## src/hw/rtl/spq_pkg.sv

```systemverilog
package spq_pkg;

  localparam int PRIO_W    = 8;
  localparam int PAYLOAD_W = 16;
  localparam int COUNT_W   = 4;

  typedef enum logic {
    ACT_INSERT = 1'b0,
    ACT_REMOVE = 1'b1
  } spq_action_t;

  // Broadcast to every cell in the row for one transfer.
  typedef struct packed {
    logic                 insert;
    logic                 remove;
    logic [PRIO_W-1:0]    prio;
    logic [PAYLOAD_W-1:0] payload;
  } spq_cell_ctrl_t;

  typedef struct packed {
    logic                 accepted;
    logic [PRIO_W-1:0]    prio;
    logic [PAYLOAD_W-1:0] payload;
    logic [COUNT_W-1:0]   count;
    logic                 full;
    logic                 empty;
  } spq_result_t;

endpackage

```

## src/hw/rtl/spq_cell.sv

```systemverilog
module spq_cell (
  input  logic                         clk,
  input  spq_pkg::spq_cell_ctrl_t      ctrl,
  input  logic                         occupied,
  input  logic                         keep_prev,
  input  logic [spq_pkg::PRIO_W-1:0]    prio_prev,
  input  logic [spq_pkg::PAYLOAD_W-1:0] payload_prev,
  input  logic [spq_pkg::PRIO_W-1:0]    prio_below,
  input  logic [spq_pkg::PAYLOAD_W-1:0] payload_below,
  output logic                         keep,
  output logic [spq_pkg::PRIO_W-1:0]    prio,
  output logic [spq_pkg::PAYLOAD_W-1:0] payload
);
  import spq_pkg::*;

  // An occupied cell at or above the new priority stays where it is on insert.
  assign keep = occupied && (prio >= ctrl.prio);

  always_ff @(posedge clk) begin
    if (ctrl.insert && !keep) begin
      if (keep_prev) begin
        prio    <= ctrl.prio;
        payload <= ctrl.payload;
      end else begin
        prio    <= prio_prev;
        payload <= payload_prev;
      end
    end else if (ctrl.remove) begin
      prio    <= prio_below;
      payload <= payload_below;
    end
  end

endmodule

```

## src/hw/rtl/spq_out_buf.sv

```systemverilog
module spq_out_buf (
  input  logic                 clk,
  input  logic                 rst,
  input  logic                 push,
  input  spq_pkg::spq_result_t push_data,
  input  logic                 out_stall,
  output logic                 out_valid,
  output spq_pkg::spq_result_t out_data,
  output logic                 skid_full
);
  import spq_pkg::*;

  spq_result_t skid_data;
  logic        advance;

  // The output register is free when empty or being taken this cycle.
  assign advance = !out_valid || !out_stall;

  always_ff @(posedge clk) begin
    if (rst) begin
      out_valid <= 1'b0;
      skid_full <= 1'b0;
    end else if (advance) begin
      out_valid <= skid_full || push;
      skid_full <= skid_full && push;
    end else if (push) begin
      skid_full <= 1'b1;
    end
  end

  always_ff @(posedge clk) begin
    if (advance) begin
      if (skid_full) begin
        out_data  <= skid_data;
        skid_data <= push_data;
      end else begin
        out_data  <= push_data;
      end
    end else if (push) begin
      skid_data <= push_data;
    end
  end

endmodule

```

## src/hw/rtl/sorted_priority_queue_core.sv

```systemverilog
// Bounded priority queue of DEPTH entries, kept sorted in a row of cells with
// the highest priority in the first cell. An insert places the new entry below
// every held entry of greater or equal priority, so among equal priorities the
// older entry leaves first; a remove returns the first cell and shifts the row
// up. One transfer is taken per cycle while in_stall is low: every cell
// compares its priority with the new one and moves in the same cycle, and the
// result is registered in the output register, or in the one-entry skid stage
// behind it while the output stalls, so input keeps flowing while a result
// waits; input stalls only once the skid stage holds a result too.
// Inserts into a full queue and removes from an empty one are answered with
// accepted low and the state untouched. The count output carries the low four
// bits of the occupancy.
module sorted_priority_queue_core #(
  parameter int DEPTH = 8
) (
  input  logic                          clk,
  input  logic                          rst,
  input  logic                          in_valid,
  output logic                          in_stall,
  input  logic                          action,
  input  logic [spq_pkg::PRIO_W-1:0]    priority_req,
  input  logic [spq_pkg::PAYLOAD_W-1:0] payload,
  output logic                          out_valid,
  input  logic                          out_stall,
  output logic                          accepted,
  output logic [spq_pkg::PRIO_W-1:0]    out_priority,
  output logic [spq_pkg::PAYLOAD_W-1:0] out_payload,
  output logic [spq_pkg::COUNT_W-1:0]   count,
  output logic                          full_res,
  output logic                          empty_res
);
  import spq_pkg::*;

  localparam int OCC_W = $clog2(DEPTH + 1);

  logic [OCC_W-1:0]     occ;
  logic [OCC_W-1:0]     occ_next;
  logic                 transfer;
  logic                 is_full;
  logic                 is_empty;
  logic                 do_insert;
  logic                 do_remove;
  spq_cell_ctrl_t       ctrl;
  spq_result_t          result;
  spq_result_t          out_data;

  logic [DEPTH-1:0]     cell_keep;
  logic [PRIO_W-1:0]    cell_prio    [DEPTH];
  logic [PAYLOAD_W-1:0] cell_payload [DEPTH];

  assign transfer  = in_valid && !in_stall;
  assign is_full   = (occ == OCC_W'(DEPTH));
  assign is_empty  = (occ == '0);
  assign do_insert = transfer && (spq_action_t'(action) == ACT_INSERT) && !is_full;
  assign do_remove = transfer && (spq_action_t'(action) == ACT_REMOVE) && !is_empty;

  assign ctrl.insert  = do_insert;
  assign ctrl.remove  = do_remove;
  assign ctrl.prio    = priority_req;
  assign ctrl.payload = payload;

  always_comb begin
    occ_next = occ;
    if (do_insert) begin
      occ_next = occ + OCC_W'(1);
    end else if (do_remove) begin
      occ_next = occ - OCC_W'(1);
    end
  end

  always_ff @(posedge clk) begin
    if (rst) begin
      occ <= '0;
    end else begin
      occ <= occ_next;
    end
  end

  // The row of cells. The first cell takes the new entry whenever it does not
  // keep its own; the last cell holds on a remove, since no cell lies below it.
  for (genvar i = 0; i < DEPTH; i++) begin : g_cell
    logic                 keep_prev;
    logic [PRIO_W-1:0]    prio_prev;
    logic [PAYLOAD_W-1:0] payload_prev;
    logic [PRIO_W-1:0]    prio_below;
    logic [PAYLOAD_W-1:0] payload_below;

    if (i == 0) begin : g_first
      assign keep_prev    = 1'b1;
      assign prio_prev    = priority_req;
      assign payload_prev = payload;
    end else begin : g_inner
      assign keep_prev    = cell_keep[i-1];
      assign prio_prev    = cell_prio[i-1];
      assign payload_prev = cell_payload[i-1];
    end

    if (i == DEPTH - 1) begin : g_last
      assign prio_below    = cell_prio[i];
      assign payload_below = cell_payload[i];
    end else begin : g_below
      assign prio_below    = cell_prio[i+1];
      assign payload_below = cell_payload[i+1];
    end

    spq_cell u_cell (
      .clk           (clk),
      .ctrl          (ctrl),
      .occupied      (OCC_W'(i) < occ),
      .keep_prev     (keep_prev),
      .prio_prev     (prio_prev),
      .payload_prev  (payload_prev),
      .prio_below    (prio_below),
      .payload_below (payload_below),
      .keep          (cell_keep[i]),
      .prio          (cell_prio[i]),
      .payload       (cell_payload[i])
    );
  end

  // A removed entry is read from the first cell before the row shifts.
  always_comb begin
    result.accepted = do_insert || do_remove;
    result.prio     = do_remove ? cell_prio[0]    : '0;
    result.payload  = do_remove ? cell_payload[0] : '0;
    result.count    = COUNT_W'(occ_next);
    result.full     = (occ_next == OCC_W'(DEPTH));
    result.empty    = (occ_next == '0);
  end

  spq_out_buf u_out_buf (
    .clk       (clk),
    .rst       (rst),
    .push      (transfer),
    .push_data (result),
    .out_stall (out_stall),
    .out_valid (out_valid),
    .out_data  (out_data),
    .skid_full (in_stall)
  );

  assign accepted     = out_data.accepted;
  assign out_priority = out_data.prio;
  assign out_payload  = out_data.payload;
  assign count        = out_data.count;
  assign full_res     = out_data.full;
  assign empty_res    = out_data.empty;

  // The occupancy never exceeds the capacity.
  a_occ_bound: assert property (@(posedge clk) disable iff (rst)
    occ <= OCC_W'(DEPTH))
    else $error("occupancy above capacity");

  // An insert into a queue with room grows it by exactly one entry.
  a_insert_grows: assert property (@(posedge clk) disable iff (rst)
    (transfer && (spq_action_t'(action) == ACT_INSERT) && !is_full)
    |=> (occ == $past(occ) + OCC_W'(1)))
    else $error("insert did not grow occupancy");

  // The skid stage only holds a result while the output register holds one.
  a_skid_behind_out: assert property (@(posedge clk) disable iff (rst)
    in_stall |-> out_valid)
    else $error("skid stage full with output register empty");

  // A result never reports a queue that is full and empty at once.
  a_full_empty: assert property (@(posedge clk) disable iff (rst)
    out_valid |-> !(full_res && empty_res))
    else $error("result flags full and empty together");

endmodule
```

## config.mk

```make
export PLATFORM = sky130hd
export DESIGN_NAME = sorted_priority_queue_core
export DESIGN_NICKNAME = d
export VERILOG_FILES = /design/src/hw/rtl/spq_pkg.sv /design/src/hw/rtl/spq_cell.sv /design/src/hw/rtl/spq_out_buf.sv /design/src/hw/rtl/sorted_priority_queue_core.sv
export SDC_FILE = /design/constraint.sdc
export NUM_CORES = 1
export LEC_CHECK = 0
export BUFFER_PORTS_ARGS = -buffer_cell sky130_fd_sc_hd__buf_2
export CAP_MARGIN = 40
export CELL_PAD_IN_SITES_DETAIL_PLACEMENT = 0
export CELL_PAD_IN_SITES_GLOBAL_PLACEMENT = 1
export CORE_UTILIZATION = 38
export DETAILED_ROUTE_END_ITERATION = 16
export PLACE_DENSITY_LB_ADDON = 0.1
export SKIP_LAST_GASP = 1
export SLEW_MARGIN = 0
export SYNTH_ARGS = -nofsm -noshare
export SYNTH_HDL_FRONTEND = slang
export SYNTH_SLANG_ARGS = --single-unit
```

## constraint.sdc

```tcl
create_clock -name clk -period 5.3 [get_ports clk]
set_input_delay 0.265 -clock clk [delete_from_list [all_inputs] [get_ports clk]]
set_output_delay 0.265 -clock clk [all_outputs]
set_load 0.02 [all_outputs]
```

==> results.md, run 1 <==
* Number of CTS-inserted buffers at 29
* Synthesized cell area at 13640 µm²
* Clock Tree Buf Depth at 3
* Most frequent cells in the layout: edfxtp_1, mux2i_1, nand2_1
* Flops & latches, synth at 260
* Clock network power share at 0.328
* Switch Pwr at 2.042 mW
* Detail Placement HPWL at 24060 µm
* Final setup fails at 0
* Largest net degree at the start of global routing at 49
* Worst stage delay on the critical path at 0.52 ns
* H-Tree Depth at 1
* Flop pwr share at 0.443
* Most frequent CP cell: buf_4
* RSZ-0062 raised after global routing: false
* Post-route DRC at 0
* CTS tree: built
* Clk slew on worst S/H paths at 0.06 ns
* Final Max Slew Viols at 0
* FFs w/ async S/R, synth at 0
* Placed instance count at 1602
* Post-synthesis net count at 1217
* Die height at 191.5 µm
* Layout cells sized above 1 at 0.1630
* Max Cap Violations at 0
* Remaining antenna violation count after routing at 0
* Total GRT Usage at 0.2041
* First-pass GRT wire length at 55990 µm
* Max Fclk at 319.6 MHz
* # port buffers at 61
* Complex-gate fraction of the synthesized area at 0.1173
* PwrDens at 431.0 nW/µm²
* Clk sinks at 260
* Synth area leaders: edfxtp_1, mux2i_1, ha_1
* Xor/xnor cell area share of the yosys netlist at 0.003118
* Max FO, Critical Path at 24
* Vias/cell at 5.381
* Worst EP arrival at 3.44 ns
* Via count at 8917
* Share of the synthesized area in the top cell type at 0.5590
* Area leader, netlist: edfxtp_1
* Die X at 191.5 µm
* Min Tclk post-route at 3.129 ns
* Starting Density at 0.3845
* Synth Area in Adders at 0.06144
* Fin worst setup slack at 2.171 ns
* Layout Skew at 0.01277 ns
* Status: finished clean
* Wirelength, routed at 36890 µm
* Dpl ws at 1.951 ns
* Worst Path Required at 5.61 ns
* Grt total ovfl at 0
* Multiplexer share of the synthesized area at 0.1386
* Distinct cells, synth at 61
* Gate power share at 0.229
* Post-CTS Repair Setup Buffers at 0
* Avg WL per Cell at 22.27 µm
* Core Area at 35480 µm²
* Setup crit end kind: flip-flop
* Cells after Synth at 1121
* Num rows at 69
* Post-layout nets at 1269
* Die area at 36670 µm²
* DRT iter0 DRCs at 671
* I/O pin count at 62
* Ant. Diodes at 0
* Slowest CP cell: a211oi_4
* Most common cell after layout, fill and taps aside: edfxtp_1
* Post-synth EDFFs at 254
* Setup crit start kind: flip-flop
* Number of detailed-routing iterations run before antenna repair at 5
* Root buffer cell: clkbuf_16
* Fin cells at 1657
* Synth Warn # at 0
* CP Cell Sequence: inv_1 -> ha_1 -> nor2b_2 -> a211oi_4 -> buf_4 -> and2_1 -> buf_4 -> mux2_1
* Vias in the first global route at 8620
* Worst-Margin Slew at 0.7783 ns
* Net Sw Frac at 0.3051
* Sequential share of the synthesized area at 0.5678
* Worst min-delay path class: in -> reg
* LEAKAGE at 6.185 nW
* Worst skew pair latency at 0.57 ns
* Worst VDD drop at 0.2340 mV
* Largest family of logic cells by synthesized area: multiplexers
* Main synth FF type: edfxtp_1
* Area Growth Syn to Fin at 13.81%
* Simple-gate share of the synthesized area at 0.07895
* Cell Int Power at 4.651 mW
* Crit Path Class: reg -> reg
* Mean Syn Cell Area at 12.17 µm²
* Slew margin rel. at 0.4793
* Fin crit share at 0.5904
* RD Place Congestion at 0.8202
* Initial antenna violation count at 0
* Setup TNS at 0 ns
* Final Hold Viols at 0
==> flip-flops by register name (all words and copies together), names as in the netlist <==
name,cells
g_cell.u_cell.payload,128
g_cell.u_cell.prio,64
occ,4
u_out_buf.out_data,31
u_out_buf.out_valid,1
u_out_buf.skid_data,31
u_out_buf.skid_full,1
==> repair_timing <==
action / in CTS / in global routing
resized for setup: 0 / 0
setup endpoints to repair: 0 / 0
hold endpoints to repair: 6 / 0
hold buffers: 1 / 0
==> cells by family (layout without fill, tap and decap cells) <==
| logic type | Yosys count | after routing |
|---|---|---|
| adders and majority gates | 67 | 67 |
| muxes | 180 | 180 |
| buffers and inverters | 92 | 167 |
| and+or+nand+nor | 241 | 241 |
| AOI/OAI and AO/OA | 277 | 277 |
| DFF | 260 | 260 |
| xor gates and xnor gates | 4 | 4 |
==> power groups by stage <==
| stage | clock (mW) | sequential [mW] | combinational (mW) |
|---|---|---|---|
| after floorplan | 0 | 2.95 | 1.03 |
| after global placement | 0 | 3.00 | 1.52 |
| after detailed placement | 0 | 3.00 | 1.54 |
| after CTS | 2.24 | 2.96 | 1.55 |
| after global routing | 2.32 | 3.00 | 1.70 |
| final | 2.20 | 2.96 | 1.53 |
==> path summary, 6_finish.rpt <==
path | startpoint | to | slack, ns | cells past startpoint
worst max register to register | occ[0]$_SDFF_PP0_ | g_cell[0].u_cell.payload[7]$_DFFE_PP_ | 2.17 | 8
worst min-delay path | in_valid | u_out_buf.out_valid$_SDFFE_PP0N_ | 0.04 | 3
worst max-delay path | occ[0]$_SDFF_PP0_ | g_cell[0].u_cell.payload[7]$_DFFE_PP_ | 2.17 | 8
worst min register to register | u_out_buf.skid_data[7]$_DFFE_PP_ | u_out_buf.out_data[7]$_DFFE_PN_ | 0.52 | 1
==> layout make-up <==
cell class,instances,area [µm²]
flip-flops and latches,260,7747
well taps,461,576.8
clock inverters,18,257.7
fillers,3282,19950
multi-input cells,769,5538
repair buffers,90,550.5
inverters,23,86.33
clock buffers,36,772.0
==> stage by stage <==
stage	utilization	cell area, µm²	hold WS [ns]	total power, mW
finish	0.4376	15530	0.03795	6.693
global route	0.4376	15530	0.03812	7.024
CTS	0.4376	15530	0.01469	6.749
detailed placement	0.4083	14490	0.5045	4.544
global placement	0.4072	14450	0.5032	4.521
floorplan	-	13640	0.3341	3.981
==> synthesized netlist by cell type, drive strengths merged (2+ instances only) <==
| library cell | n |
|---|---|
| inv | 23 |
| a2111o | 2 |
| clkbuf | 37 |
| o21ai | 126 |
| mux2i | 139 |
| nand2 | 132 |
| xnor2 | 3 |
| a21oi | 77 |
| a211oi | 3 |
| nand2b | 9 |
| nand3 | 3 |
| nor2b | 5 |
| a21o | 28 |
| nor2 | 50 |
| a31oi | 26 |
| o211ai | 3 |
| dfxtp | 6 |
| nor3 | 6 |
| a22oi | 2 |
| edfxtp | 254 |
| buf | 32 |
| or2 | 3 |
| and2 | 25 |
| ha | 67 |
| o31ai | 3 |
| mux2 | 41 |
==> per-layer routing <==
layer	wire length (µm)	track usage	vias up
met5	0	0	-
met4	466	0.03694	0
met3	1563	0.02111	33
met2	16090	0.3063	207
met1	18770	0.3171	4394
li1	-	-	4283
==> worst max-delay path, delay by kind of cell (launching register included) <==
kind                     cells  cell delay [ns]
AO/OA/AOI/OAI                1             0.52
adder cells (fa/ha/maj)      1             0.25
buffers and inverters        3             0.87
flip-flops                   1             0.45
multiplexers                 1             0.38
AND/OR/NAND/NOR              2             0.38
Note: power is estimated with default switching activity, not from simulation.
==> run 2, diff against run 1 <==
Clock period 5.3 ns to 3 ns, I/O delays scaled along.
==> run 2 against run 1 <==
Core utilization increased by 1.2 points. Combinational power increased by 78%. First-iteration DRC count decreased by 9.5%. Critical path type unchanged. Register-to-register slack got worse by 1.9 ns. Clock skew about the same.
==> results.md, run 2 (synthesis results as in run 1) <==
* Biggest regs: g_cell.u_cell.payload (128), g_cell.u_cell.prio (64)
* LEAKAGE at 6.403 nW (+3.5%)
* Largest register by flop count: g_cell.u_cell.payload
* Avg WL per Cell at 19.19 µm (-14%)
* Clock Tree Buf Depth at 3 (unchanged)
* CTS tree: built
* # port buffers at 61 (unchanged)
* Vias/cell at 5.118 (-4.9%)
* Layout cells sized above 1 at 0.1851 (+0.02208)
* Switch Pwr at 3.456 mW (+69%)
* Crit path buf inv count at 2 (-1)
* Worst stage delay on the critical path at 0.40 ns (-0.12 ns)
* Post-layout nets at 1309 (+3.2%)
* Dpl cell area at 14950 µm² (+3.2%)
* Net Sw Frac at 0.2991 (-0.005963)
* CP Launch Point: g_cell[0].u_cell.prio[0]$_DFFE_PP_
* Post-route DRC at 0 (unchanged)
* Min Tclk post-route at 2.724 ns (-0.4048 ns)
* Die height at 191.5 µm (unchanged)
* Final Max Slew Viols at 0 (unchanged)
* Max Cap Violations at 0 (unchanged)
* I/O pin count at 62 (unchanged)
* Flop pwr share at 0.453 (+0.010)
* Final setup fails at 0 (unchanged)
* Starting Density at 0.3845 (unchanged)
* Worst R2R Start: g_cell[0].u_cell.prio[0]$_DFFE_PP_
* Slew margin rel. at 0.6310 (+0.1517)
* RD Place Congestion at 0.7863 (-4.1%)
* Grt total ovfl at 0 (unchanged)
* Post-route cell area at 15940 µm² (+2.7%)
* Slowest CP cell: edfxtp_1
* Setup crit start kind: flip-flop
* Worst-Margin Slew at 0.5515 ns (-0.2268 ns)
* DRT iter0 DRCs at 607 (-9.5%)
* CP Cell Sequence: inv_1 -> ha_1 -> nand2b_4 -> a2111oi_4 -> nor3_1 -> o31ai_4 -> and2_1 -> buf_4 -> mux2_1
* Clk sinks at 260 (unchanged)
* Worst min-delay path class: in -> reg
* Total GRT Usage at 0.1795 (-0.02466)
* Most common cell after layout, fill and taps aside: edfxtp_1
* Worst Path Required at 3.31 ns (-2.30 ns)
* Hold_ws at 0.03932 ns (+0.001365 ns)
* H-Tree Depth at 1 (unchanged)
* Die area at 36670 µm² (unchanged)
* Number of CTS-inserted buffers at 30 (+3.4%)
* Setup TNS at 0 ns (unchanged)
* Clock network power share at 0.311 (-0.017)
* PwrDens at 724.7 nW/µm² (+68%)
* Crit path depth at 9 (+1)
* Num rows at 69 (unchanged)
* Reg2Reg Capture Point: g_cell[0].u_cell.payload[14]$_DFFE_PP_
* Fin crit share at 0.9081 (+0.3177)
* Worst EP arrival at 3.03 ns (-0.41 ns)
* Wirelength, routed at 32590 µm (-12%)
* Die X at 191.5 µm (unchanged)
* Via count at 8691 (-2.5%)
* Number of flip-flops under the largest register name at 128 (unchanged)
* CTS resizes at 0 (unchanged)
* Crit Path Class: reg -> reg
* Setup crit end: g_cell[0].u_cell.payload[14]$_DFFE_PP_
* First-pass GRT wire length at 50710 µm (-9.4%)
* Worst skew pair latency at 0.56 ns (about the same)
* Detail Placement HPWL at 23890 µm (-0.72%)
* Fin worst setup slack at 0.2756 ns (-1.895 ns)
* Area Growth Syn to Fin at 16.85%
* Number of detailed-routing iterations run before antenna repair at 4 (-1)
* FF-to-FF path depth at 9 (+1)
* Max Fclk at 367.0 MHz (+15%)
* Most frequent cells in the layout: edfxtp_1, mux2i_1, nand2_1
* Layout Skew at 0.01237 ns (-0.0003989 ns)
* Worst VDD drop at 0.4114 mV (+76%)
* Root buffer cell: clkbuf_16
* Dpl ws at 0.1833 ns (-1.767 ns)
* Setup crit end kind: flip-flop
* Reg2Reg Setup Slack at 0.28 ns (-1.90 ns)
* Vias in the first global route at 8297 (-3.7%)
* Core Area at 35480 µm² (unchanged)
* Initial antenna violation count at 0 (unchanged)
* Remaining antenna violation count after routing at 0 (unchanged)
* Clk slew on worst S/H paths at 0.06 ns (about the same)
* Cell Int Power at 8.098 mW (+74%)
* Kind of cell adding the most delay to the critical path: compound AO/OA/AOI/OAI gates
* Status: finished clean
* RSZ-0062 raised after global routing: false
* Final Hold Viols at 0 (unchanged)
* Ant. Diodes at 0 (unchanged)
* Max FO, Critical Path at 11 (-54%)
* Largest net degree at the start of global routing at 58 (+18%)
* Gate power share at 0.236 (+0.007)
[run 2: changes by cell type in the layout (fill, tap and decap cells not counted), sizes merged]
cell         before  now
dlygate4sd3       1    3
buf              89  126
inv              24   23
clkinv            9   16
bufinv            6    2
[run 2: power groups by stage]
stage          Sequential (mW)  Clock, mW  Combinational, mW
6_report                  5.23       3.59               2.73
5_1_grt                   5.30       3.83               3.04
4_1_cts                   5.23       3.70               2.77
3_5_place_dp              5.29          0               2.76
3_3_place_gp              5.29          0               2.70
2_1_floorplan             5.22          0               1.82
[run 2: worst min path at each step]
stage | endpoint | cells after the start | startpoint
3_5_place_dp | u_out_buf.out_valid$_SDFFE_PP0N_ | 2 | rst
4_1_cts | g_cell[0].u_cell.payload[12]$_DFFE_PP_ | 2 | payload[12]
2_1_floorplan | u_out_buf.out_valid$_SDFFE_PP0N_ | 1 | rst
6_report | g_cell[0].u_cell.payload[12]$_DFFE_PP_ | 2 | payload[12]
5_1_grt | g_cell[0].u_cell.payload[6]$_DFFE_PP_ | 2 | payload[6]
3_3_place_gp | occ[0]$_SDFF_PP0_ | 2 | rst
[run 2: cell type report]
| type | count | area [µm²] |
|---|---|---|
| Timing Repair Buffer | 129 | 1011 |
| Sequential cell | 260 | 7747 |
| Fill cell | 3285 | 19540 |
| Clock inverter | 20 | 155.1 |
| Inverter | 23 | 86.33 |
| Multi-Input combinational cell | 769 | 5554 |
| Clock buffer | 36 | 813.3 |
| Tap cell | 461 | 576.8 |
[run 2: per-stage QoR]
step                      total power, mW  instances  utilization
after floorplan                     7.038       1121            -
after global placement              7.995       1637       0.4201
after detailed placement            8.051       1639       0.4212
after CTS                           11.69       1698       0.4493
after global routing                12.17       1698       0.4493
final                               11.55       1698       0.4493
[run 2: metal layers]
layer	wire length [µm]	track usage	vias up
li1	-	-	4375
met4	533	0.03877	0
met3	1255	0.02221	43
met5	0	0	-
met1	17700	0.2869	4093
met2	13100	0.2542	180
[run 2: repair_timing]
action                    4_1_cts  5_1_grt
hold endpoints to repair        6        0
buffers inserted                0        0
hold buffers                    3        0
